`src/hdl/deqsum_pkg.sv`:
```
// Package for the double-ended queue with running sum.
// Holds field widths, operation and status codes, and the controller/datapath structs.
// No dependencies.
`timescale 1ns / 1ps
`default_nettype none

package deqsum_pkg;

    localparam int DEPTH_DEFAULT = 64;
    localparam int OPCODE_W      = 2;
    localparam int VALUE_W       = 32;
    localparam int STATUS_W      = 2;
    localparam int COUNT_W       = 7;
    localparam int SUM_W         = 38;

    typedef enum logic [OPCODE_W-1:0] {
        OP_PUSH_FRONT = 2'd0,
        OP_PUSH_BACK  = 2'd1,
        OP_POP_FRONT  = 2'd2,
        OP_POP_BACK   = 2'd3
    } opcode_t;

    typedef enum logic [STATUS_W-1:0] {
        ST_OK    = 2'd0,
        ST_EMPTY = 2'd1,
        ST_FULL  = 2'd2
    } status_t;

    // Commands from the controller to the datapath.
    typedef struct packed {
        logic load;    // capture the incoming transaction
        logic rd;      // issue the slot read for a pop
        logic commit;  // update queue state and load the result register
    } dp_cmd_t;

    // Status from the datapath to the controller.
    typedef struct packed {
        logic is_pop;
        logic empty;
        logic out_free;
    } dp_stat_t;

endpackage

`default_nettype wire

```
`src/hdl/deqsum_if.sv`:
```
// Channel interfaces for the double-ended queue with running sum.
// Depends on deqsum_pkg for the payload widths.
`timescale 1ns / 1ps
`default_nettype none

interface deqsum_req_if;
    logic                                 valid;
    logic                                 ready;
    logic [deqsum_pkg::OPCODE_W-1:0]      opcode;
    logic signed [deqsum_pkg::VALUE_W-1:0] value;

    modport source (output valid, output opcode, output value, input ready);
    modport sink   (input valid, input opcode, input value, output ready);
endinterface

interface deqsum_rsp_if;
    logic                                valid;
    logic                                ready;
    logic [deqsum_pkg::STATUS_W-1:0]     status;
    logic [deqsum_pkg::COUNT_W-1:0]      element_count;
    logic signed [deqsum_pkg::SUM_W-1:0] total_sum;

    modport source (output valid, output status, output element_count, output total_sum,
                    input ready);
    modport sink   (input valid, input status, input element_count, input total_sum,
                    output ready);
endinterface

`default_nettype wire

```
`src/hdl/deqsum_ctrl.sv`:
```
// Controller state machine for the double-ended queue with running sum.
// Depends on deqsum_pkg for the command and status structs.
`timescale 1ns / 1ps
`default_nettype none

module deqsum_ctrl (
    input  wire logic                 clk,
    input  wire logic                 rst_n,
    input  wire logic                 in_valid,
    output logic                      in_ready,
    input  wire deqsum_pkg::dp_stat_t stat,
    output deqsum_pkg::dp_cmd_t       cmd
);

    typedef enum logic [1:0] {
        S_IDLE,
        S_EXEC,
        S_SUB
    } state_t;

    state_t state_reg;
    state_t state_next;

    always_comb
    begin
        cmd        = '0;
        state_next = state_reg;
        in_ready   = (state_reg == S_IDLE);
        unique case (state_reg)
            S_IDLE:
            begin
                if (in_valid)
                begin
                    cmd.load   = 1'b1;
                    state_next = S_EXEC;
                end
            end
            S_EXEC:
            begin
                // A pop with data first issues the slot read.
                if (stat.is_pop && !stat.empty)
                begin
                    cmd.rd     = 1'b1;
                    state_next = S_SUB;
                end
                else if (stat.out_free)
                begin
                    cmd.commit = 1'b1;
                    state_next = S_IDLE;
                end
            end
            S_SUB:
            begin
                if (stat.out_free)
                begin
                    cmd.commit = 1'b1;
                    state_next = S_IDLE;
                end
            end
            default:
            begin
                state_next = S_IDLE;
            end
        endcase
    end

    always_ff @(posedge clk or negedge rst_n)
    begin
        if (!rst_n)
        begin
            state_reg <= S_IDLE;
        end
        else
        begin
            state_reg <= state_next;
        end
    end

endmodule

`default_nettype wire

```
`src/hdl/deqsum_dp.sv`:
```
// Datapath for the double-ended queue: slot memory, ring pointer, count, sum, result register.
// Depends on deqsum_pkg for widths, codes and the command and status structs.
`timescale 1ns / 1ps
`default_nettype none

module deqsum_dp #(
    parameter int DEPTH = deqsum_pkg::DEPTH_DEFAULT
) (
    input  wire logic                                   clk,
    input  wire logic                                   rst_n,
    input  wire deqsum_pkg::dp_cmd_t                    cmd,
    output deqsum_pkg::dp_stat_t                        stat,
    input  wire logic [deqsum_pkg::OPCODE_W-1:0]        in_opcode,
    input  wire logic signed [deqsum_pkg::VALUE_W-1:0]  in_value,
    output logic                                        out_valid,
    input  wire logic                                   out_ready,
    output logic [deqsum_pkg::STATUS_W-1:0]             out_status,
    output logic [deqsum_pkg::COUNT_W-1:0]              out_count,
    output logic signed [deqsum_pkg::SUM_W-1:0]         out_sum
);

    localparam int IDX_W  = (DEPTH > 1) ? $clog2(DEPTH) : 1;
    localparam int CNT_W  = $clog2(DEPTH + 1);
    localparam int RING_W = CNT_W + 1;
    localparam int WIDE_W = CNT_W + deqsum_pkg::COUNT_W;

    localparam logic [IDX_W-1:0]  LAST_IDX  = IDX_W'(DEPTH - 1);
    localparam logic [CNT_W-1:0]  FULL_CNT  = CNT_W'(DEPTH);
    localparam logic [RING_W-1:0] RING_SPAN = RING_W'(DEPTH);

    logic [deqsum_pkg::VALUE_W-1:0] mem [DEPTH];

    deqsum_pkg::opcode_t              op_reg;
    logic [deqsum_pkg::VALUE_W-1:0]   val_reg;
    logic [deqsum_pkg::VALUE_W-1:0]   rdata_reg;
    logic [IDX_W-1:0]                 head_reg;
    logic [IDX_W-1:0]                 head_next;
    logic [CNT_W-1:0]                 occ_reg;
    logic [CNT_W-1:0]                 occ_next;
    logic [deqsum_pkg::SUM_W-1:0]     sum_reg;
    logic [deqsum_pkg::SUM_W-1:0]     sum_next;
    deqsum_pkg::status_t              status_next;
    logic                             out_valid_reg;
    logic [deqsum_pkg::STATUS_W-1:0]  status_reg;
    logic [deqsum_pkg::COUNT_W-1:0]   count_reg;
    logic [deqsum_pkg::SUM_W-1:0]     osum_reg;

    logic [IDX_W-1:0]                 head_prev;
    logic [IDX_W-1:0]                 head_inc;
    logic [RING_W-1:0]                back_wr_raw;
    logic [RING_W-1:0]                back_rd_raw;
    logic [IDX_W-1:0]                 back_wr_idx;
    logic [IDX_W-1:0]                 back_rd_idx;
    logic [IDX_W-1:0]                 rd_addr;
    logic [IDX_W-1:0]                 wr_addr;
    logic                             wr_en;
    logic                             empty;
    logic                             full;
    logic [deqsum_pkg::SUM_W-1:0]     val_ext;
    logic [deqsum_pkg::SUM_W-1:0]     rdata_ext;
    logic [WIDE_W-1:0]                occ_wide;

    assign empty = (occ_reg == '0);
    assign full  = (occ_reg == FULL_CNT);

    assign head_prev = (head_reg == '0) ? LAST_IDX : head_reg - 1'b1;
    assign head_inc  = (head_reg == LAST_IDX) ? '0 : head_reg + 1'b1;

    // Ring offsets stay below twice the depth, so one compare and subtract wraps them.
    assign back_wr_raw = RING_W'(head_reg) + RING_W'(occ_reg);
    assign back_rd_raw = RING_W'(head_reg) + RING_W'(occ_reg) - 1'b1;
    always_comb
    begin
        logic [RING_W-1:0] wr_wrap;
        logic [RING_W-1:0] rd_wrap;
        wr_wrap     = (back_wr_raw >= RING_SPAN) ? back_wr_raw - RING_SPAN : back_wr_raw;
        rd_wrap     = (back_rd_raw >= RING_SPAN) ? back_rd_raw - RING_SPAN : back_rd_raw;
        back_wr_idx = wr_wrap[IDX_W-1:0];
        back_rd_idx = rd_wrap[IDX_W-1:0];
    end

    assign val_ext   = {{(deqsum_pkg::SUM_W - deqsum_pkg::VALUE_W){val_reg[deqsum_pkg::VALUE_W-1]}},
                        val_reg};
    assign rdata_ext = {{(deqsum_pkg::SUM_W - deqsum_pkg::VALUE_W){rdata_reg[deqsum_pkg::VALUE_W-1]}},
                        rdata_reg};

    assign rd_addr = (op_reg == deqsum_pkg::OP_POP_FRONT) ? head_reg : back_rd_idx;

    always_comb
    begin
        head_next   = head_reg;
        occ_next    = occ_reg;
        sum_next    = sum_reg;
        status_next = deqsum_pkg::ST_OK;
        wr_en       = 1'b0;
        wr_addr     = back_wr_idx;
        unique case (op_reg)
            deqsum_pkg::OP_PUSH_FRONT:
            begin
                if (full)
                begin
                    status_next = deqsum_pkg::ST_FULL;
                end
                else
                begin
                    head_next = head_prev;
                    wr_addr   = head_prev;
                    wr_en     = 1'b1;
                    occ_next  = occ_reg + 1'b1;
                    sum_next  = sum_reg + val_ext;
                end
            end
            deqsum_pkg::OP_PUSH_BACK:
            begin
                if (full)
                begin
                    status_next = deqsum_pkg::ST_FULL;
                end
                else
                begin
                    wr_en    = 1'b1;
                    occ_next = occ_reg + 1'b1;
                    sum_next = sum_reg + val_ext;
                end
            end
            deqsum_pkg::OP_POP_FRONT:
            begin
                if (empty)
                begin
                    status_next = deqsum_pkg::ST_EMPTY;
                end
                else
                begin
                    head_next = head_inc;
                    occ_next  = occ_reg - 1'b1;
                    sum_next  = sum_reg - rdata_ext;
                end
            end
            deqsum_pkg::OP_POP_BACK:
            begin
                if (empty)
                begin
                    status_next = deqsum_pkg::ST_EMPTY;
                end
                else
                begin
                    occ_next = occ_reg - 1'b1;
                    sum_next = sum_reg - rdata_ext;
                end
            end
            default:
            begin
                status_next = deqsum_pkg::ST_OK;
            end
        endcase
    end

    // The reported count is taken modulo its field width.
    assign occ_wide = WIDE_W'(occ_next);

    always_ff @(posedge clk)
    begin
        if (cmd.commit && wr_en)
        begin
            mem[wr_addr] <= val_reg;
        end
        if (cmd.rd)
        begin
            rdata_reg <= mem[rd_addr];
        end
    end

    always_ff @(posedge clk)
    begin
        if (cmd.load)
        begin
            op_reg  <= deqsum_pkg::opcode_t'(in_opcode);
            val_reg <= in_value;
        end
        if (cmd.commit)
        begin
            status_reg <= status_next;
            count_reg  <= occ_wide[deqsum_pkg::COUNT_W-1:0];
            osum_reg   <= sum_next;
        end
    end

    always_ff @(posedge clk or negedge rst_n)
    begin
        if (!rst_n)
        begin
            head_reg      <= '0;
            occ_reg       <= '0;
            sum_reg       <= '0;
            out_valid_reg <= 1'b0;
        end
        else
        begin
            if (cmd.commit)
            begin
                head_reg      <= head_next;
                occ_reg       <= occ_next;
                sum_reg       <= sum_next;
                out_valid_reg <= 1'b1;
            end
            else if (out_ready)
            begin
                out_valid_reg <= 1'b0;
            end
        end
    end

    assign stat.is_pop   = (op_reg == deqsum_pkg::OP_POP_FRONT) ||
                           (op_reg == deqsum_pkg::OP_POP_BACK);
    assign stat.empty    = empty;
    assign stat.out_free = !out_valid_reg || out_ready;

    assign out_valid  = out_valid_reg;
    assign out_status = status_reg;
    assign out_count  = count_reg;
    assign out_sum    = osum_reg;

endmodule

`default_nettype wire

```
`src/hdl/double_ended_queue_with_sum.sv`:
```
// Double-ended queue of signed 32-bit values with an exact running sum (top level).
// Depends on deqsum_pkg, deqsum_if, deqsum_ctrl and deqsum_dp.
//
// Usage: the req channel carries one operation per transaction: opcode (push front,
// push back, pop front, pop back) and value (used by pushes only). For every request
// transaction the rsp channel returns exactly one transaction with status (ok, pop on
// an empty queue, push on a full queue), element_count and total_sum after the
// operation, in request order. Popped values are discarded.
// Sequence: a push or a rejected operation commits from the execute state once the output
// register is free; a pop that removes a value first issues a slot read, because the slot
// memory has a single port with registered read data.
// The controller takes one request at a time: a new request is not accepted until the
// previous one has committed its response.
// The response sits in an output register, so the next request is accepted while a
// response still waits; if the receiver stalls, the following operation is captured,
// a pop also reads its slot, and it then holds until the output register is free.
// Reset: an asynchronous low reset empties the queue (count 0, sum 0) and drops any
// pending response. The slot memory is not cleared; a slot is only read after a push
// wrote it.
`timescale 1ns / 1ps
`default_nettype none

module double_ended_queue_with_sum #(
    parameter int DEPTH = deqsum_pkg::DEPTH_DEFAULT
) (
    input  wire logic    clk,
    input  wire logic    rst_n,
    deqsum_req_if.sink   req,
    deqsum_rsp_if.source rsp
);

    deqsum_pkg::dp_cmd_t  cmd;
    deqsum_pkg::dp_stat_t stat;
    logic                 req_ready;

    // The controller sequences each transaction: capture, optional slot read, commit.
    deqsum_ctrl u_ctrl (
        .clk      (clk),
        .rst_n    (rst_n),
        .in_valid (req.valid),
        .in_ready (req_ready),
        .stat     (stat),
        .cmd      (cmd)
    );

    // The datapath owns the ring buffer, the pointers, the sum and the response register.
    deqsum_dp #(
        .DEPTH (DEPTH)
    ) u_dp (
        .clk        (clk),
        .rst_n      (rst_n),
        .cmd        (cmd),
        .stat       (stat),
        .in_opcode  (req.opcode),
        .in_value   (req.value),
        .out_valid  (rsp.valid),
        .out_ready  (rsp.ready),
        .out_status (rsp.status),
        .out_count  (rsp.element_count),
        .out_sum    (rsp.total_sum)
    );

    assign req.ready = req_ready;

endmodule

`default_nettype wire

```
`src/flat_wrapper.sv`:
```
// flat-port wrapper written by rule: the top's interface ports become plain ports
module double_ended_queue_with_sum_flat 
#(
    parameter int DEPTH = deqsum_pkg::DEPTH_DEFAULT
)
  (clk, rst_n, req_valid, req_opcode, req_value, req_ready, rsp_valid, rsp_status, rsp_element_count, rsp_total_sum, rsp_ready);
  deqsum_req_if req_i ();
  deqsum_rsp_if rsp_i ();
  input  wire logic clk;
  input  wire logic rst_n;
  input wire logic [$bits(req_i.valid)-1:0] req_valid;
  input wire logic [$bits(req_i.opcode)-1:0] req_opcode;
  input wire logic [$bits(req_i.value)-1:0] req_value;
  output wire logic [$bits(req_i.ready)-1:0] req_ready;
  output wire logic [$bits(rsp_i.valid)-1:0] rsp_valid;
  output wire logic [$bits(rsp_i.status)-1:0] rsp_status;
  output wire logic [$bits(rsp_i.element_count)-1:0] rsp_element_count;
  output wire logic [$bits(rsp_i.total_sum)-1:0] rsp_total_sum;
  input wire logic [$bits(rsp_i.ready)-1:0] rsp_ready;
  assign req_i.valid = req_valid;
  assign req_i.opcode = req_opcode;
  assign req_i.value = req_value;
  assign req_ready = req_i.ready;
  assign rsp_valid = rsp_i.valid;
  assign rsp_status = rsp_i.status;
  assign rsp_element_count = rsp_i.element_count;
  assign rsp_total_sum = rsp_i.total_sum;
  assign rsp_i.ready = rsp_ready;
  double_ended_queue_with_sum #(.DEPTH(DEPTH)) u_core (.clk(clk), .rst_n(rst_n), .req(req_i), .rsp(rsp_i));
endmodule
```
`config.mk`:
```
export PLATFORM = sky130hd
export DESIGN_NAME = double_ended_queue_with_sum_flat
export DESIGN_NICKNAME = d
export VERILOG_FILES = /design/src/hdl/deqsum_pkg.sv /design/src/hdl/deqsum_if.sv /design/src/hdl/deqsum_ctrl.sv /design/src/hdl/deqsum_dp.sv /design/src/hdl/double_ended_queue_with_sum.sv /design/src/flat_wrapper.sv
export SDC_FILE = /design/constraint.sdc
export NUM_CORES = 2
export LEC_CHECK = 0
export BUFFER_PORTS_ARGS = -buffer_cell sky130_fd_sc_hd__buf_4
export CAP_MARGIN = 5
export CORE_UTILIZATION = 59
export CTS_BUF_LIST = sky130_fd_sc_hd__clkbuf_4 sky130_fd_sc_hd__clkbuf_8
export CTS_CLUSTER_DIAMETER = 40
export DETAILED_ROUTE_END_ITERATION = 6
export GPL_TIMING_DRIVEN = 0
export PLACE_DENSITY = 0.77
export SETUP_SLACK_MARGIN = 0.4
export SLEW_MARGIN = 20
export SYNTH_ARGS = -nofsm -noshare
export SYNTH_HDL_FRONTEND = slang
export SYNTH_HIERARCHICAL = 1
export SYNTH_SLANG_ARGS = --single-unit
```
`constraint.sdc`:
```
create_clock -name clk -period 7.1 [get_ports clk]
set_input_delay 2.13 -clock clk [delete_from_list [all_inputs] [get_ports clk]]
set_output_delay 2.13 -clock clk [all_outputs]
set_load 0.01 [all_outputs]
```
==> results <==
- The number of enable flip-flop cells after synthesis is ~2200.
- The count of clock tree sinks is about 2200.
- Data arrives at the worst endpoint at about 7100 ps.
- Of all nets on the critical path, the largest fanout is 10.
- The post-detailed-route DRC marker count is 0.
- The worst hold path begins at u_core/u_ctrl/state_reg[1]$_DFFE_PN0P_.
- For this block, the routed nets add up to 242000 um of wire.
- The number of placed instances with taps included is 7113.
- After synthesis, the share of flip-flops with an asynchronous set or reset is between 2 and 2.5%.
- At the end of routability-driven placement, the weighted congestion stood at around 0.96.
- The worst setup slack after placement is between 800 and 900 ps.
- The number of buffers inserted by port buffering is 86.
- The startpoint type of the worst setup path is a flip-flop.
- The clock tree root buffer cell is sky130_fd_sc_hd__clkbuf_8.
- The share of synthesized area occupied by flip-flops and latches is 73.1%.
- The via count of the first global-routing pass was ~51000.
- Cells fill 68.8% of the core in the end.
- Setup repair after global routing left no endpoint under its margin.
- The register with the most flip-flops in the layout has roughly 2000 of them.
- Dividing the final minimum period by the clock period gives about nine tenths.
- Static timing analysis puts the maximum clock frequency at 154 MHz.
- TritonCTS built the clock tree.
- Dividing the detail-routed via count by the number of cells gives 6.63.
- The register bit total from synthesis is approximately 2200.
- The post-synthesis instance area is between 90000 and 100000 um^2.
- The final hold violation count was 0.
- The placeable core area is 152000 um^2.
- The final setup skew is 62.3 ps.
- Across all register-to-register paths, the minimum setup slack is around 620 ps.
- The detailed router's first-iteration violation count is 6958.
- In this run the deepest clock path goes through 4 buffers.
- The area overhead of the layout relative to synthesis is 15.6%.
- The startpoint identified for the worst register-to-register timing path is u_core/u_dp/occ_reg[0]$_DFFE_PN0P_.
- The clock latency reported for the late side of the worst-skew pair is slightly above 1000 ps.
- Pin placement for this block handled between 80 and 90 I/O pins.
- The number of antenna-violating nets in the routed design is 0.
- The first TritonRoute pass finished after 6 iterations.
- The floorplan has 143 rows.
- By startpoint and endpoint, the worst setup path is classified as reg -> reg.
- The number of H-tree levels is 5.
- The net count of the finished layout is roughly 5600.
- The terminating pin of the worst hold path is u_core/u_ctrl/state_reg[1]$_DFFE_PN0P_.
- The fraction of layout instances using a drive strength above 1 is between 20% and 30%.
- The end of the worst register-to-register path is u_core/u_dp/rdata_reg[18]$_DFFE_PP_.
- The worst setup path is captured at a flip-flop.
- The floorplan die height is between 300 and 400 um.
- In this run the mean area of a mapped cell was 18.8 um^2.
- The smallest clock period supported by the final layout is computed as between 6000 and 7000 ps.
- The count of placed standard cells in the final layout, fillers left out is 7743.
- The starting utilization of the core area is 59.6%.
- The HPWL reported at the end of detailed placement is 171000 um.
- The slew at the pin closest to its max-slew limit is roughly 1400 ps.
- The count of hold-fix buffers inserted at cts is 0.
- The via count is 51370.
- The most instantiated flip-flop cell in the synthesis netlist is sky130_fd_sc_hd__edfxtp_1.
- The total of max-cap violations is 0.
- The class of the most critical hold timing path is reg -> reg.
- Entering global routing, the biggest net connects 55 pins.
- The all-layer global routing usage is 31.3%.
- The total of warnings raised by yosys is 6.
- The count of cell types in the netlist is 90.
- The hold path depth is 1.
- The number of gates resized after cts is 0.
- Clock-pin slew was measured on the worst setup and hold paths at around 60 ps.
- The number of antenna violations at the first check in global routing is 10.
- Clock tree synthesis inserted a total of between 300 and 400 buffers.
- The net count after synthesis is ~5000.
- The total count of max-transition violations in the final report is 0.
- The count of final setup violators is 0.
- The cell count after synthesis came out at 4829.
- After global routing the overflow that remains totals 0.
- The first global-routing pass estimated 347000 um of wire.
- Counting cells, the worst reg-to-reg path comes to 13.
- The final worst-path setup slack is between 600 and 700 ps.
- The area of the die is approximately 160000 um^2.
- Dividing the detail-routed wire length by the instance count gives about 31 um.
- The worst pin sits at a relative slew slack of between 8 and 9%.
- The number of setup buffers added after CTS is 0.
- The required time of the critical path is ~7800 ps.
- The worst-case hold slack is just under 600 ps.
- The run finished with clean final reports.
- The overall die width is 394 um.
-- area by class of cell --
| type | count | area (um^2) |
|---|---|---|
| flip-flops and latches | 2215 | 66200 |
| plain buffers | 278 | 1440 |
| multi-input cells | 2268 | 23200 |
| well taps | 2030 | 2540 |
| inverters | 68 | 255 |
| repair buffers | 254 | 4010 |
| clock inverters | 135 | 988 |
| clock buffers | 485 | 5970 |
| fillers | 9223 | 47400 |
| diodes | 10 | 25.0 |
-- cell usage after synthesis (4+ instances only) --
library cell,n,share of area [%]
sky130_fd_sc_hd__xnor2_1,49,0.47
sky130_fd_sc_hd__and2_1,135,0.93
sky130_fd_sc_hd__clkbuf_1,148,0.61
sky130_fd_sc_hd__a211oi_1,137,1.1
sky130_fd_sc_hd__dfrtp_1,54,1.5
sky130_fd_sc_hd__mux2_2,19,0.24
sky130_fd_sc_hd__a41oi_1,6,0.058
sky130_fd_sc_hd__a21o_1,45,0.37
sky130_fd_sc_hd__a311oi_1,67,0.65
sky130_fd_sc_hd__o21ai_1,10,0.055
sky130_fd_sc_hd__and3_1,14,0.097
sky130_fd_sc_hd__ha_1,89,1.2
sky130_fd_sc_hd__nor4_1,5,0.035
sky130_fd_sc_hd__edfxtp_1,2161,72
sky130_fd_sc_hd__a22o_1,6,0.058
sky130_fd_sc_hd__a31oi_1,86,0.59
sky130_fd_sc_hd__nand2b_1,9,0.062
sky130_fd_sc_hd__a21oi_1,158,0.87
sky130_fd_sc_hd__mux2i_1,40,0.44
sky130_fd_sc_hd__buf_2,66,0.36
sky130_fd_sc_hd__buf_4,40,0.33
sky130_fd_sc_hd__a222oi_1,8,0.088
sky130_fd_sc_hd__inv_1,67,0.28
sky130_fd_sc_hd__nor2b_1,11,0.076
sky130_fd_sc_hd__o221ai_1,6,0.058
sky130_fd_sc_hd__buf_6,17,0.21
sky130_fd_sc_hd__nand3_1,24,0.13
sky130_fd_sc_hd__o21bai_1,15,0.12
sky130_fd_sc_hd__o211ai_1,9,0.075
sky130_fd_sc_hd__xor2_1,28,0.27
sky130_fd_sc_hd__o31ai_1,5,0.041
sky130_fd_sc_hd__nand4_1,19,0.13
sky130_fd_sc_hd__nand2_1,378,1.6
sky130_fd_sc_hd__a211o_1,4,0.039
sky130_fd_sc_hd__o31a_1,4,0.039
sky130_fd_sc_hd__mux4_2,512,13
sky130_fd_sc_hd__o21ai_0,72,0.40
sky130_fd_sc_hd__nor2_1,159,0.66
sky130_fd_sc_hd__or3_1,10,0.069
sky130_fd_sc_hd__a22oi_1,14,0.12
sky130_fd_sc_hd__or2_2,4,0.028
sky130_fd_sc_hd__o21a_1,20,0.17
sky130_fd_sc_hd__nor3_1,23,0.13
-- cells by family after synthesis --
| kind of cell | after synthesis | share of synthesized area (%) |
|---|---|---|
| flip-flops | 2215 | 73.1 |
| AO/OA/AOI/OAI | 716 | 5.43 |
| adder cells (fa/ha/maj) | 92 | 1.30 |
| AND/OR/NAND/NOR | 811 | 4.10 |
| multiplexers | 572 | 13.4 |
| XOR/XNOR | 77 | 0.745 |
| buffers and inverters | 346 | 1.87 |
-- critical path: stages (launching register included) --
cell and delay (ps):
sky130_fd_sc_hd__dfrtp_1 500, sky130_fd_sc_hd__ha_1 270, sky130_fd_sc_hd__fa_1 630, sky130_fd_sc_hd__inv_1 80, sky130_fd_sc_hd__ha_1 300, sky130_fd_sc_hd__a21oi_2 790
sky130_fd_sc_hd__buf_4 440, sky130_fd_sc_hd__buf_2 430, sky130_fd_sc_hd__buf_2 400, sky130_fd_sc_hd__mux4_2 360, sky130_fd_sc_hd__a211oi_1 550, sky130_fd_sc_hd__a31oi_1 280
sky130_fd_sc_hd__a21oi_1 760, sky130_fd_sc_hd__mux2i_1 310
-- worst max-delay path by stage --
stage,from,endpoint,cells past startpoint
2_1_floorplan,rsp_ready,u_core/u_dp/mem[10][0]$_DFFE_PP_,8
3_3_place_gp,u_core/u_dp/occ_reg[1]$_DFFE_PN0P_,u_core/u_dp/mem[21][24]$_DFFE_PP_,15
3_5_place_dp,u_core/u_dp/occ_reg[1]$_DFFE_PN0P_,u_core/u_dp/mem[0][8]$_DFFE_PP_,19
4_1_cts,u_core/u_dp/occ_reg[1]$_DFFE_PN0P_,u_core/u_dp/mem[0][8]$_DFFE_PP_,19
5_1_grt,u_core/u_dp/occ_reg[1]$_DFFE_PN0P_,u_core/u_dp/mem[3][21]$_DFFE_PP_,19
6_report,u_core/u_dp/occ_reg[0]$_DFFE_PN0P_,u_core/u_dp/rdata_reg[18]$_DFFE_PP_,13
-- stage by stage --
step,setup TNS [ps],cell area (um^2)
final,0,105000
after global routing,0,105000
after floorplan,0,90600
after CTS,0,105000
after detailed placement,0,97600
after global placement,-4765270,93800
-- routing by layer --
layer	vias to the layer above	share of wire (%)	GRT usage (%)
met4	4	4.7	14.2
met5	-	0.0091	0
met2	3586	47	48.2
li1	21051	-	-
met1	26196	37	43.5
met3	533	12	6.84
-- layout by cell type, fill, tap and decap left out, types with 67 or more instances in the layout --
cell	count
sky130_fd_sc_hd__a21oi_1	158
sky130_fd_sc_hd__a31oi_1	86
sky130_fd_sc_hd__clkbuf_1	143
sky130_fd_sc_hd__buf_4	126
sky130_fd_sc_hd__o21ai_0	72
sky130_fd_sc_hd__a211oi_1	137
sky130_fd_sc_hd__ha_1	89
sky130_fd_sc_hd__nor2_1	93
sky130_fd_sc_hd__inv_1	67
sky130_fd_sc_hd__clkbuf_4	112
sky130_fd_sc_hd__clkbuf_8	376
sky130_fd_sc_hd__buf_8	84
sky130_fd_sc_hd__nand2_1	378
sky130_fd_sc_hd__clkinv_1	80
sky130_fd_sc_hd__and2_1	134
sky130_fd_sc_hd__edfxtp_1	2161
sky130_fd_sc_hd__mux4_2	512
Power is left out: the tool's default activity adds up to more than one toggle a clock period on the data nets, which glitch-free logic cannot reach.
